$ cat src/rtl/sfcc_pkg.sv
// Shared constants and helper functions for the sensor frame CRC and scaling block.
// Holds the CRC-8 routine, the divide-by-full-scale routine and the field widths.
// Depends on nothing; used by sensor_frame_crc_convert.
package sfcc_pkg;

	// Field widths of the frame and the result.
	localparam int RAW_W   = 16;
	localparam int CHK_W   = 8;
	localparam int TEMP_W  = 16;
	localparam int HUMI_W  = 15;
	localparam int S_DATA_W = 2 * RAW_W + 2 * CHK_W;
	localparam int M_DATA_W = 32;
	localparam int M_USER_W = 2;

	// Scale products: raw times span, before the divide by full scale.
	localparam int TPROD_W = 31;
	localparam int HPROD_W = 30;
	localparam int TQ_W    = 15;
	localparam int HQ_W    = 14;

	localparam logic [14:0] TEMP_SPAN_CENTI = 15'd17500;
	localparam logic [13:0] HUMI_SPAN_CENTI = 14'd10000;
	localparam logic [15:0] TEMP_OFFSET_CENTI = 16'd4500;
	localparam logic [16:0] RAW_FULL_SCALE = 17'd65535;

	localparam logic signed [TEMP_W-1:0] TEMP_FAIL_CENTI = -16'sd27315;
	localparam logic signed [HUMI_W-1:0] HUMI_FAIL_CENTI = -15'sd100;

	// CRC-8 settings: polynomial x^8 + x^5 + x^4 + 1, preset to all ones.
	localparam logic [7:0] CRC_POLY = 8'h31;
	localparam logic [7:0] CRC_INIT = 8'hFF;

	// Configuration register map.
	localparam int ADDR_W = 3;
	localparam logic REG_CRC_CHECK_ENABLE = 1'b0;

	// CRC-8 over one 16-bit word, high byte first, bit by bit from the top.
	function automatic logic [7:0] crc8_word(input logic [RAW_W-1:0] word);
		logic [7:0] crc;
		logic       fb;
		crc = CRC_INIT;
		for (int i = RAW_W - 1; i >= 0; i--) begin
			fb  = crc[7] ^ word[i];
			crc = {crc[6:0], 1'b0} ^ (fb ? CRC_POLY : 8'h00);
		end
		return crc;
	endfunction

	// Truncating divide by 65535. The estimate x >> 16 is at most one short,
	// because the quotient stays far below 65536; the remainder of the
	// estimate is the low half plus the estimate itself.
	function automatic logic [TQ_W-1:0] div_full_scale(input logic [TPROD_W-1:0] x);
		logic [TQ_W-1:0] q0;
		logic [16:0]     r0;
		q0 = x[TPROD_W-1:16];
		r0 = {1'b0, x[15:0]} + 17'(q0);
		return q0 + TQ_W'(r0 >= RAW_FULL_SCALE);
	endfunction

endpackage

$ cat src/rtl/sensor_frame_crc_convert.sv
// Top level of the sensor frame CRC check and unit conversion block.
// Three-stage pipeline with a stream input, a stream output and an APB register port.
// Depends on sfcc_pkg for constants, the CRC routine and the divide routine.
//
// Channel   Direction  Signals                        Content
// s_*       in         s_tvalid s_tready s_tdata      one six-byte sensor frame
// m_*       out        m_tvalid m_tready m_tdata/user scaled values and ok flags
// apb       in/out     psel penable pwrite paddr ...  crc_check_enable at address 0
//
// One frame is taken per cycle while s_tready is high, and its result is registered in
// the CRC/multiply, divide and offset stages in turn before it appears on the output.
// Reset clears the valid bits and the register; the data registers keep no reset.
// An empty stage always loads, so bubbles close up while the output is stalled;
// s_tready falls only when all three stages hold results and m_tready is low.
module sensor_frame_crc_convert (
	input  logic                          clk,
	input  logic                          arst_n,
	// Frame input: temp_raw [15:0], temp_check [23:16], humi_raw [39:24], humi_check [47:40].
	input  logic                          s_tvalid,
	output logic                          s_tready,
	input  logic [sfcc_pkg::S_DATA_W-1:0] s_tdata,
	// Result output: temp_centi [15:0], humi_centi [30:16], zero [31].
	output logic                          m_tvalid,
	input  logic                          m_tready,
	output logic [sfcc_pkg::M_DATA_W-1:0] m_tdata,
	// Result flags: temp_ok [0], humi_ok [1].
	output logic [sfcc_pkg::M_USER_W-1:0] m_tuser,
	// Configuration port.
	input  logic                          psel,
	input  logic                          penable,
	input  logic                          pwrite,
	input  logic [sfcc_pkg::ADDR_W-1:0]   paddr,
	input  logic [31:0]                   pwdata,
	output logic [31:0]                   prdata,
	output logic                          pready
);

	// Unpacked input fields.
	logic [sfcc_pkg::RAW_W-1:0] temp_raw;
	logic [sfcc_pkg::CHK_W-1:0] temp_check;
	logic [sfcc_pkg::RAW_W-1:0] humi_raw;
	logic [sfcc_pkg::CHK_W-1:0] humi_check;

	logic crc_check_enable_q;

	logic v_s1, v_s2, v_s3;
	logic en_s1, en_s2, en_s3;

	logic [sfcc_pkg::TPROD_W-1:0] tprod_s1;
	logic [sfcc_pkg::HPROD_W-1:0] hprod_s1;
	logic                         tok_s1, hok_s1;

	logic [sfcc_pkg::TQ_W-1:0] tq_s2;
	logic [sfcc_pkg::HQ_W-1:0] hq_s2;
	logic                      tok_s2, hok_s2;

	logic signed [sfcc_pkg::TEMP_W-1:0] temp_centi_s3;
	logic signed [sfcc_pkg::HUMI_W-1:0] humi_centi_s3;
	logic                               tok_s3, hok_s3;

	logic                      wr_en;
	logic [sfcc_pkg::TQ_W-1:0] hq_wide;

	assign temp_raw   = s_tdata[15:0];
	assign temp_check = s_tdata[23:16];
	assign humi_raw   = s_tdata[39:24];
	assign humi_check = s_tdata[47:40];

	// Register port: one register, written on the access phase.
	assign pready = 1'b1;
	assign wr_en  = psel && penable && pwrite
		&& (paddr[2] == sfcc_pkg::REG_CRC_CHECK_ENABLE);

	always_ff @(posedge clk or negedge arst_n) begin
		if (!arst_n) begin
			crc_check_enable_q <= 1'b0;
		end else if (wr_en) begin
			crc_check_enable_q <= pwdata[0];
		end
	end

	always_comb begin
		prdata = 32'd0;
		if (paddr[2] == sfcc_pkg::REG_CRC_CHECK_ENABLE) begin
			prdata = {31'd0, crc_check_enable_q};
		end
	end

	// Stage enables: a stage loads when it is empty or its content moves on.
	assign en_s3    = !v_s3 || m_tready;
	assign en_s2    = !v_s2 || en_s3;
	assign en_s1    = !v_s1 || en_s2;
	assign s_tready = en_s1;

	always_ff @(posedge clk or negedge arst_n) begin
		if (!arst_n) begin
			v_s1 <= 1'b0;
			v_s2 <= 1'b0;
			v_s3 <= 1'b0;
		end else begin
			if (en_s1) v_s1 <= s_tvalid;
			if (en_s2) v_s2 <= v_s1;
			if (en_s3) v_s3 <= v_s2;
		end
	end

	// Stage 1: CRC of each word against its check byte, and the scale products.
	always_ff @(posedge clk) begin
		if (en_s1 && s_tvalid) begin
			tok_s1   <= !crc_check_enable_q
				|| (sfcc_pkg::crc8_word(temp_raw) == temp_check);
			hok_s1   <= !crc_check_enable_q
				|| (sfcc_pkg::crc8_word(humi_raw) == humi_check);
			tprod_s1 <= sfcc_pkg::TPROD_W'(temp_raw) * sfcc_pkg::TPROD_W'(sfcc_pkg::TEMP_SPAN_CENTI);
			hprod_s1 <= sfcc_pkg::HPROD_W'(humi_raw) * sfcc_pkg::HPROD_W'(sfcc_pkg::HUMI_SPAN_CENTI);
		end
	end

	// Stage 2: truncating divide of both products by the full-scale count.
	assign hq_wide = sfcc_pkg::div_full_scale(sfcc_pkg::TPROD_W'(hprod_s1));

	always_ff @(posedge clk) begin
		if (en_s2 && v_s1) begin
			tq_s2  <= sfcc_pkg::div_full_scale(tprod_s1);
			hq_s2  <= hq_wide[sfcc_pkg::HQ_W-1:0];
			tok_s2 <= tok_s1;
			hok_s2 <= hok_s1;
		end
	end

	// Stage 3: temperature offset and sentinel substitution; this is the output register.
	always_ff @(posedge clk) begin
		if (en_s3 && v_s2) begin
			temp_centi_s3 <= tok_s2
				? $signed(sfcc_pkg::TEMP_W'(tq_s2) - sfcc_pkg::TEMP_OFFSET_CENTI)
				: sfcc_pkg::TEMP_FAIL_CENTI;
			humi_centi_s3 <= hok_s2 ? $signed(sfcc_pkg::HUMI_W'(hq_s2))
				: sfcc_pkg::HUMI_FAIL_CENTI;
			tok_s3 <= tok_s2;
			hok_s3 <= hok_s2;
		end
	end

	assign m_tvalid = v_s3;
	assign m_tdata  = {1'b0, humi_centi_s3, temp_centi_s3};
	assign m_tuser  = {hok_s3, tok_s3};

	// A failed temperature word carries its sentinel.
	a_temp_sentinel: assert property (@(posedge clk) disable iff (!arst_n)
		(v_s3 && !tok_s3) |-> (temp_centi_s3 == sfcc_pkg::TEMP_FAIL_CENTI))
		else $error("temperature failure without sentinel");

	// A good humidity value lies within the scale.
	a_humi_range: assert property (@(posedge clk) disable iff (!arst_n)
		(v_s3 && hok_s3) |-> (humi_centi_s3 >= 15'sd0 && humi_centi_s3 <= 15'sd10000))
		else $error("humidity value out of range");

	// The input is held off only when every stage is full and the output stalls.
	a_full_stall: assert property (@(posedge clk) disable iff (!arst_n)
		!s_tready |-> (v_s1 && v_s2 && v_s3 && !m_tready))
		else $error("input stalled with room in the pipeline");

endmodule

$ cat config.mk
export PLATFORM = sky130hd
export DESIGN_NAME = sensor_frame_crc_convert
export DESIGN_NICKNAME = d
export VERILOG_FILES = /design/src/rtl/sfcc_pkg.sv /design/src/rtl/sensor_frame_crc_convert.sv
export SDC_FILE = /design/constraint.sdc
export NUM_CORES = 1
export LEC_CHECK = 0
export ABC_AREA = 1
export CAP_MARGIN = 20
export CORE_MARGIN = 2
export CORE_UTILIZATION = 30
export DETAILED_ROUTE_END_ITERATION = 16
export DONT_BUFFER_PORTS = 1
export PLACE_DENSITY = 0.55
export SLEW_MARGIN = 25
export SYNTH_ARGS = -nofsm -noshare
export SYNTH_HDL_FRONTEND = slang
export SYNTH_SLANG_ARGS = --single-unit
$ cat constraint.sdc
create_clock -name clk -period 4.9 [get_ports clk]
set_input_delay 0.245 -clock clk [delete_from_list [all_inputs] [get_ports clk]]
set_output_delay 0.245 -clock clk [all_outputs]
set_load 0.01 [all_outputs]
==> results of run 1 <==
==> placed cells by master (no fill, tap or decap), types with 4 or more instances in the layout <==
| cell type | instances |
|---|---|
| a21oi_1 | 82 |
| a31oi_1 | 4 |
| bufinv_16 | 5 |
| clkbuf_16 | 17 |
| conb_1 | 33 |
| dfrtp_1 | 4 |
| dlygate4sd3_1 | 9 |
| edfxtp_1 | 121 |
| fa_1 | 82 |
| ha_1 | 197 |
| inv_1 | 296 |
| inv_2 | 8 |
| nand2_1 | 224 |
| nand2_2 | 13 |
| nand3_1 | 65 |
| nand3_2 | 6 |
| nand3b_1 | 6 |
| nand4_1 | 20 |
| nor2_1 | 55 |
| nor3_1 | 7 |
| nor4_1 | 6 |
| o211ai_1 | 5 |
| o21ai_0 | 29 |
| o21bai_1 | 6 |
| or2_2 | 17 |
| xnor2_1 | 38 |
| xor2_1 | 60 |
==> through the flow <==
stage / area (sq um) / total power, mW / setup slack, ns / instances / util, %
2_1_floorplan: 13030 / 5.213 / 0.7529 / 1452 / -
3_3_place_gp: 13460 / 6.071 / 0.4798 / 1962 / 31.45
3_5_place_dp: 13460 / 6.131 / 0.4189 / 1962 / 31.45
4_1_cts: 14180 / 7.535 / 0.8203 / 2003 / 33.13
5_1_grt: 14200 / 8.253 / 0.3655 / 2004 / 33.20
6_report: 14200 / 7.445 / 0.7956 / 2004 / 33.20
==> critical path: cells and delay by family, from the launching register on <==
| kind | cells | cell delay (ns) |
|---|---|---|
| AOI/OAI and AO/OA | 4 | 0.93 |
| xor gates and xnor gates | 1 | 0.13 |
| adders and majority gates | 3 | 0.80 |
| buffers and inverters | 3 | 0.26 |
| DFF | 1 | 0.44 |
| and+or+nand+nor | 9 | 1.29 |
==> area by class of cell <==
type | count | area, sq um
multi-input cells | 985 | 7889
fillers | 4376 | 28590
repair buffers | 11 | 125.1
clock inverters | 13 | 196.4
inverters | 305 | 1145
well taps | 546 | 683.2
clock buffers | 19 | 432.9
flip-flops and latches | 125 | 3734
==> worst paths after layout <==
path                       depth (start not counted)  slack, ns                   start                        endpoint
setup reg to reg                                  20       0.80  tprod_s1[18]$_DFFE_PP_             tq_s2[14]$_DFFE_PP_
hold reg to reg                                    0       0.42        hok_s1$_DFFE_PP_                hok_s2$_DFFE_PP_
setup / recovery                                  20       0.80  tprod_s1[18]$_DFFE_PP_             tq_s2[14]$_DFFE_PP_
max in group asynchronous                          1       4.64                  arst_n  crc_check_enable_q$_DFFE_PN0P_
min in group asynchronous                          1       0.10                  arst_n            m_tvalid$_DFFE_PN0P_
hold / removal                                     3       0.04                m_tready            m_tvalid$_DFFE_PN0P_
==> power by group through the flow <==
stage,combinational [mW],clock (mW),sequential (mW)
6_report,4.00,1.34,2.11
5_1_grt,4.69,1.41,2.16
4_1_cts,4.04,1.38,2.12
3_5_place_dp,3.99,0,2.14
3_3_place_gp,3.94,0,2.13
2_1_floorplan,3.20,0,2.01
==> synthesized netlist by cell type (all sizes together), types with 7 or more instances <==
master,n
or2,20
nand4,20
ha,197
edfxtp,121
nor3,7
fa,82
xor2,63
o21ai,31
buf,35
nand3,71
nand2,238
xnor2,39
inv,304
a21oi,83
o21bai,7
nor2,55
==> registers in the layout, indices dropped and copies added (netlist names) <==
signal / count
hok_s3: 1
tprod_s1: 29
v_s1: 1
hq_s2: 14
tok_s3: 1
m_tvalid: 1
hok_s2: 1
tq_s2: 15
v_s2: 1
hprod_s1: 26
crc_check_enable_q: 1
hok_s1: 1
tok_s1: 1
humi_centi_s3: 15
temp_centi_s3: 16
tok_s2: 1
==> logic make-up (layout without fill, tap and decap cells) <==
| group | count (synthesis) | in the layout | share of synthesized area (%) |
|---|---|---|---|
| simple gates | 427 | 427 | 14.90 |
| other cells | 2 | 33 | 0.05817 |
| fa+ha+maj | 279 | 279 | 31.81 |
| flops | 125 | 125 | 28.92 |
| compound gates | 144 | 144 | 6.203 |
| xor+xnor | 102 | 102 | 7.153 |
| buf+inv | 342 | 348 | 10.96 |
==> repair_timing <==
action | CTS | global route
buffers inserted | 0 | 0
endpoints found under the hold margin | 11 | 0
hold buffers | 9 | 0
==> per-layer routing <==
layer | part of all wire, % | global-route usage [%] | vias to the layer above
met3 | 3.4 | 2.003 | 38
li1 | - | - | 4590
met1 | 49 | 16.17 | 4043
met5 | 0 | 0 | -
met2 | 46 | 19.91 | 148
met4 | 2.2 | 4.444 | 0
==> flow_summary.toml, run 1 <==
[clocking]
cts_buffers = 17
h-tree-depth = 4
cts_resized = 0
clk_pin_slew_ns = 0.05
cts_buffer_depth = 2
cts_tree = "yes"
cts_sinks = 125
cts-root-buf = "clkbuf_16"
clock_latency_ns = 0.42

[place]
finalWeightedCongestion = 0.8454
dpl.hpwl_um = 22280
io_buffers = 0

[global_routing]
grt_max_degree = 58
grt_usage_pct = 12.16
antenna_found_initial = 2
overflow = 0
first_global_vias = 8724
grt_pass1_wl_um = 43190

[yosys]
yosys_warnings = 0
synth_seq_area_share_pct = 28.92
synth_top_area_share_pct = 28.14
synthArstFlopShare_pct = 3.200
syn_area_per_cell_sq_um = 9.085
synth_area_leaders = "edfxtp_1 (28%), ha_1 (19%), fa_1 (13%), inv_1 (8.7%), nand2_1 (6.5%)"
synth_top_area_cell = "edfxtp_1"
synth_ff_type = "edfxtp_1"
synth.distinct_cells = 46
synth-edff-count = 121
ys_seq_elements = 125
netlist_area_sq_um = 12910
synth_cells = 1421

[power_and_ir_drop]
pwr-share-clk_pct = 18.0
p_sw_share_pct = 42.09
comb_power_share_pct = 53.7
p_int_mw = 4.312
switchingPower_mw = 3.133
cellLeakagePower_nw = 7.058
ir_drop_mv = 0.2386
seq_power_share_pct = 28.3
power_density_nw_per_um2 = 524.1

[routing]
dr_total_vias = 8819
via_per_inst = 4.401
totalWireLength_um = 26040
drc_errors = 0
ant_nets = 0
drt_first_pass_iters = 4
avgRoutedWirePerCell_um = 12.99
dr.first_iter.drc_count = 319

[timing]
fmax_mhz = 243.6
whs_ns = 0.04292
slew_headroom_pct = 51.47
tightestPinTransition_ns = 0.7279
finClkSkew_ns = 0.01010
setup_viol_count_final = 0
fin_crit_sh_pct = 83.76
period_needed_ns = 4.104
tns_ns = 0
rsz0062_at_grt = "false"
hold_viol = 0
finalMaxSlewViolations = 0

[floorplan]
pin_count = 159
fp.dieH_um = 211.4
dieArea_sq_um = 44710
die-width_um = 211.4
core_sq_um = 42790
start_util_pct = 30.17
row_count = 76

[setup_path]
critPathSlowestCell = "edfxtp_1"
crit_required_ns = 5.07
path_max_fanout = 4
crit_arrival_ns = 4.27
cp_cell_sequence = "ha_1 -> inv_1 -> fa_1 -> o31ai_1 -> inv_1 -> o221ai_1 -> a31oi_1 -> o21ai_0 -> nand3_1 -> nand3_1 -> ha_1 -> and3_1 -> nand4_1 -> inv_1 -> nand2_1 -> nor2_1 -> nand4_1 -> nor2_1 -> nand3_1 -> xnor2_1"
cpPeakStageDelay_ns = 0.44
start_kind = "flop"
worstSetupPathType = "flop to flop"
crit_path_end_kind = "flop"

[status]
status = "finished clean"

[finish]
n_antenna_cell = 0
drive_above_1_share_pct = 5.624
area_growth_syn_to_layout_pct = 10.03
layout.nets = 1814

[worst_hold_path]
hp-class = "input port to flop"

[flow_run]
drv_cap = 0
No activity file was read; power rests on OpenSTA's default activity.
==> inputs of run 2 (changes only) <==
--- a/config.mk
+++ b/config.mk
@@ -11,7 +11,7 @@
 export CORE_UTILIZATION = 30
 export DETAILED_ROUTE_END_ITERATION = 16
 export DONT_BUFFER_PORTS = 1
-export PLACE_DENSITY = 0.55
+export PLACE_DENSITY = 0.56
 export SLEW_MARGIN = 25
 export SYNTH_ARGS = -nofsm -noshare
 export SYNTH_HDL_FRONTEND = slang
==> constraint.sdc (replaced) <==
create_clock -name clk -period 3.5 [get_ports clk]
set_input_delay 0.175 -clock clk [delete_from_list [all_inputs] [get_ports clk]]
set_output_delay 0.175 -clock clk [all_outputs]
set_load 0.01 [all_outputs]
==> flow_summary.toml, run 2 (synthesis results as in run 1) <==
[status]
status = "finished with violations"
failed_checks = "negative setup slack"

[setup_path]
rr_startpoint = "tprod_s1[18]$_DFFE_PP_"
rr_worst_depth = 20
start_kind = "flop"
crit_path_end_kind = "flop"
cp-startpoint = "tprod_s1[18]$_DFFE_PP_"
worstSetupPathType = "flop to flop"
worstSetupEndpoint = "tq_s2[14]$_DFFE_PP_"
r2r_end = "tq_s2[14]$_DFFE_PP_"
crit_required_ns = 3.65
r2r_setup_slack_ns = -0.02
path_max_fanout = 3
crit_arrival_ns = 3.67

[routing]
drt_first_pass_iters = 5
dr.first_iter.drc_count = 399
ant_nets = 0
via_per_inst = 4.387
dr_total_vias = 9481
drc_errors = 0
totalWireLength_um = 28590
avgRoutedWirePerCell_um = 13.23

[timing]
slew_headroom_pct = 61.65
rsz0062_at_grt = "true"
whs_ns = 0.02513
fin_crit_sh_pct = 100.6
period_needed_ns = 3.523
tns_ns = -0.04713
finClkSkew_ns = 0.008895
finalMaxSlewViolations = 0
fmax_mhz = 283.9
setup_ws_ns = -0.02271
hold_viol = 0
tightestPinTransition_ns = 0.5740
setup_viol_count_final = 3

[finish]
largest-register = "tprod_s1"
drive_above_1_share_pct = 25.02
top_regs = "tprod_s1 (29), hprod_s1 (26), temp_centi_s3 (16)"
layout.nets = 1971
layout_commonest_cell = "inv_1"
area_growth_syn_to_layout_pct = 26.66
mostFrequentLayoutCells = "inv_1 (264), nand2_1 (206), ha_1 (158)"
n_antenna_cell = 0
final_util_pct = 38.21
largest_reg_flops = 29
postLayoutCellArea_sq_um = 16350

[clocking]
clk_pin_slew_ns = 0.06
cts_sinks = 125
cts_buffer_depth = 2
cts-root-buf = "clkbuf_16"
cts_buffers = 17
clock_latency_ns = 0.41
cts_tree = "yes"
h-tree-depth = 4

[power_and_ir_drop]
pwr-share-clk_pct = 11.6
cellLeakagePower_nw = 7.877
finalPower_mw = 13.61
ir_drop_mv = 0.3359
p_sw_share_pct = 41.20
p_int_mw = 8.001
power_density_nw_per_um2 = 832.1
comb_power_share_pct = 66.9
seq_power_share_pct = 21.6
switchingPower_mw = 5.605

[flow_run]
drv_cap = 0

[worst_hold_path]
hp-class = "input port to asynchronous set/reset pin"

[global_routing]
grt_pass1_wl_um = 46520
antenna_found_initial = 1
first_global_vias = 9290
grt_max_degree = 34
grt_usage_pct = 13.05
overflow = 0

[place]
dpl.hpwl_um = 24010
io_buffers = 0
finalWeightedCongestion = 0.8439
placed_area_sq_um = 15090

[floorplan]
fp.dieH_um = 211.4
row_count = 76
core_sq_um = 42790
pin_count = 159
dieArea_sq_um = 44710
start_util_pct = 30.17
die-width_um = 211.4
-- run 2: changes by cell type in the layout (fill, tap and decap cells not counted), moves of 28 or more --
| cell | before | now |
|---|---|---|
| buf_4 | 1 | 150 |
| ha_1 | 197 | 158 |
| ha_4 | 0 | 36 |
| inv_1 | 296 | 264 |
| a21oi_1 | 82 | 52 |
| inv_2 | 8 | 36 |
-- run 2: how the worst min path moves through the flow --
stage | cells past startpoint | slack, ns | from | to
3_3_place_gp | 0 | -0.12 | arst_n | m_tvalid$_DFFE_PN0P_
3_5_place_dp | 0 | -0.12 | arst_n | m_tvalid$_DFFE_PN0P_
5_1_grt | 1 | 0.02 | s_tdata[1] | tprod_s1[3]$_DFFE_PP_
6_report | 1 | 0.03 | arst_n | m_tvalid$_DFFE_PN0P_
2_1_floorplan | 0 | -0.12 | arst_n | crc_check_enable_q$_DFFE_PN0P_
4_1_cts | 1 | 0.0002 | s_tdata[1] | tprod_s1[3]$_DFFE_PP_
-- run 2: worst max-delay path, stage by stage, from the launching register on --
cell and delay, ns:
edfxtp_1 0.35, ha_2 0.19, inv_2 0.04, fa_2 0.37, a21oi_1 0.15, o221ai_1 0.14, nor4_2 0.20, nand3_1 0.13
nor4_2 0.18, nand4_1 0.19, nand3_2 0.14, ha_4 0.13, and3_4 0.16, nand4_1 0.13, inv_2 0.09, nand2_2 0.06
nor2_2 0.10, nand4_1 0.13, nor2_2 0.13, nand3_1 0.09, xnor2_1 0.14
-- run 2: per-stage QoR --
step / setup slack [ns] / std cells
global placement: -0.4910 / 2095
detailed placement: -0.5231 / 2095
finish: -0.02271 / 2161
CTS: -0.009709 / 2142
floorplan: -0.4579 / 1452
global route: -0.2618 / 2161
-- run 2: layout make-up --
cell class	instances	area, sq um
clock buffers	24	461.7
clock inverters	8	70.07
fillers	4186	26440
inverters	305	1164
multi-input cells	985	8899
flip-flops and latches	125	3734
well taps	546	683.2
repair buffers	168	1341
-- run 2: power by group through the flow --
stage	clock (mW)	sequential, mW	combinational, mW
6_report	1.58	2.93	9.10
5_1_grt	1.68	3.00	10.2
4_1_cts	1.62	2.94	8.39
3_5_place_dp	0	2.97	8.20
3_3_place_gp	0	2.95	8.07
2_1_floorplan	0	2.82	5.49
-- run 2: what timing repair did --
| action | in CTS | in global routing |
|---|---|---|
| setup buffers | 5 | 18 |
| endpoints found under the hold margin | 12 | 0 |
| hold buffers | 10 | 0 |
| gates resized for setup | 8 | 101 |
| setup endpoints to repair | 8 | 31 |
| pin swaps | 7 | 64 |
| cloned | 0 | 0 |
-- run 2: per-layer routing --
metal | wire, um | GRT usage, %
met1 | 13690 | 17.34
met2 | 13820 | 22.25
met3 | 865 | 1.958
met4 | 221 | 3.205
met5 | 0 | 0
==> inputs of run 3 (changes only) <==
--- a/config.mk
+++ b/config.mk
@@ -11,7 +11,7 @@
 export CORE_UTILIZATION = 30
 export DETAILED_ROUTE_END_ITERATION = 16
 export DONT_BUFFER_PORTS = 1
-export PLACE_DENSITY = 0.56
+export PLACE_DENSITY_LB_ADDON = 0.08
 export SLEW_MARGIN = 25
 export SYNTH_ARGS = -nofsm -noshare
 export SYNTH_HDL_FRONTEND = slang
==> flow_summary.toml, run 3 (synthesis results as in run 1) <==
[status]
status = "finished clean"

[floorplan]
core_sq_um = 42790
die-width_um = 211.4
row_count = 76
pin_count = 159
start_util_pct = 30.17
dieArea_sq_um = 44710
fp.dieH_um = 211.4

[routing]
dr_total_vias = 9342
dr.first_iter.drc_count = 329
drc_errors = 0
via_per_inst = 4.313
drt_first_pass_iters = 5
ant_nets = 0
totalWireLength_um = 30080
avgRoutedWirePerCell_um = 13.89

[setup_path]
start_kind = "flop"
crit_arrival_ns = 3.64
crit_required_ns = 3.67
cp_common_cell = "nand4_1"
cpPeakStageDelay_ns = 0.37
cp_cell_sequence = "ha_2 -> inv_2 -> fa_2 -> a21oi_2 -> o221ai_1 -> nor4_1 -> nand3_1 -> nor4_2 -> nand4_1 -> nand3_2 -> ha_4 -> and3_4 -> nand4_1 -> inv_1 -> nand2_2 -> nor2_4 -> nand4_1 -> nor2_2 -> nand3_1 -> xnor2_1"
path_max_fanout = 3
worstSetupPathType = "flop to flop"
crit_path_end_kind = "flop"
crit_family = "simple AND/OR/NAND/NOR gates"
cp_num_buf_inv = 2
critPathSlowestCell = "fa_2"

[place]
finalWeightedCongestion = 0.7845
dpl.hpwl_um = 26030
io_buffers = 0

[timing]
setup_viol_count_final = 0
tightestPinTransition_ns = 0.7385
fin_crit_sh_pct = 99.19
hold_viol = 0
rsz0062_at_grt = "true"
period_needed_ns = 3.472
finClkSkew_ns = 0.007454
fmax_mhz = 288.0
finalMaxSlewViolations = 0
slew_headroom_pct = 50.69

[global_routing]
overflow = 0
grt_usage_pct = 13.95
grt_pass1_wl_um = 48740
grt_max_degree = 34
antenna_found_initial = 1
first_global_vias = 9257

[clocking]
cts-root-buf = "clkbuf_16"
cts_sinks = 125
clk_pin_slew_ns = 0.06
cts_tree = "yes"
h-tree-depth = 4
clock_latency_ns = 0.42
cts_buffers = 17
cts_buffer_depth = 2

[finish]
drive_above_1_share_pct = 25.06
layout.nets = 1976
mostFrequentLayoutCells = "inv_1 (275), nand2_1 (207), buf_4 (157)"
final_util_pct = 38.36
layout_commonest_cell = "inv_1"
largest-register = "tprod_s1"
n_antenna_cell = 0
area_growth_syn_to_layout_pct = 27.15
largest_reg_flops = 29
regArea_sq_um = 3734
multiInputGateArea_sq_um = 8894
top_regs = "tprod_s1 (29), hprod_s1 (26), temp_centi_s3 (16)"
nFillCells = 4306

[power_and_ir_drop]
ir_drop_mv = 0.3469
power_density_nw_per_um2 = 844.3
finalPower_mw = 13.86
cellLeakagePower_nw = 7.910

[flow_run]
drv_cap = 0

[worst_hold_path]
hp-class = "input port to flop"
## run 3: cell count changes in the layout (fill, tap and decap cells not counted), moves of 4 or more
cell,before,now
inv_1,264,275
inv_2,36,26
buf_4,150,157
clkbuf_1,6,1
a21oi_2,23,27
buf_6,6,2
nand2_4,9,5
nor2_2,7,11
xnor2_1,38,34
xnor2_2,1,5
## run 3: where the power goes
group          switching [mW]  internal [mW]  leakage [nW]
Clock                   0.648           1.04         0.266
Combinational            4.68           4.56          6.44
Sequential              0.392           2.53          1.20
Total                    5.72           8.14          7.91
## run 3: per-stage QoR
stage	hold WS (ns)	instances	area (sq um)	TNS, ns	worst slack (ns)
detailed placement	-0.1205	2114	15230	-10.59	-0.5750
global placement	-0.1205	2114	15230	-10.66	-0.5124
floorplan	-0.1206	1452	13640	-2.649	-0.4579
global route	0.01842	2166	16410	-1.177	-0.3027
finish	0.02218	2166	16410	0	0.02823
CTS	0.0006504	2161	15990	-0.1885	-0.1192
## run 3: worst reg2reg max path, cell delays in order (launching register included)
cell      delay [ns]
edfxtp_1        0.36
ha_2            0.19
inv_2           0.04
fa_2            0.37
a21oi_2         0.15
o221ai_1        0.12
nor4_1          0.23
nand3_1         0.15
nor4_2          0.16
nand4_1         0.16
nand3_2         0.13
ha_4            0.13
and3_4          0.16
nand4_1         0.10
inv_1           0.10
nand2_2         0.07
nor2_4          0.09
nand4_1         0.13
nor2_2          0.13
nand3_1         0.09
xnor2_1         0.14
## run 3: path summary, 6_finish.rpt
path | start | end | slack, ns | depth (start not counted)
setup / recovery | tprod_s1[18]$_DFFE_PP_ | tq_s2[14]$_DFFE_PP_ | 0.03 | 20
max in group asynchronous | arst_n | crc_check_enable_q$_DFFE_PN0P_ | 3.30 | 1
hold reg to reg | hok_s1$_DFFE_PP_ | hok_s2$_DFFE_PP_ | 0.43 | 0
min in group asynchronous | arst_n | v_s1$_DFFE_PN0N_ | 0.03 | 1
setup reg to reg | tprod_s1[18]$_DFFE_PP_ | tq_s2[14]$_DFFE_PP_ | 0.03 | 20
hold / removal | s_tdata[24] | hprod_s1[8]$_DFFE_PP_ | 0.02 | 1
## run 3: timing repair
action	4_1_cts	5_1_grt
setup endpoints to repair	9	33
hold buffers	12	0
gates resized for setup	13	79
setup buffers	3	7
endpoints found under the hold margin	14	0
pin swaps	6	44
## run 3: per-layer routing
layer / GRT usage, % / routed length [um] / up-vias
met4: 2.987 / 211 / 0
met3: 2.151 / 959 / 11
met1: 20.80 / 15870 / 4289
met5: 0 / 0 / -
li1: - / - / 4919
met2: 21.19 / 13040 / 123
## run 3: cell type report
cell class / instances / area share (%)
tap: 546 / 4.162
clock inverter: 14 / 0.8918
sequential: 125 / 22.75
clock buffer: 18 / 2.615
multi-input combinational: 985 / 54.18
inverter: 305 / 7.066
timing repair buffer: 173 / 8.339
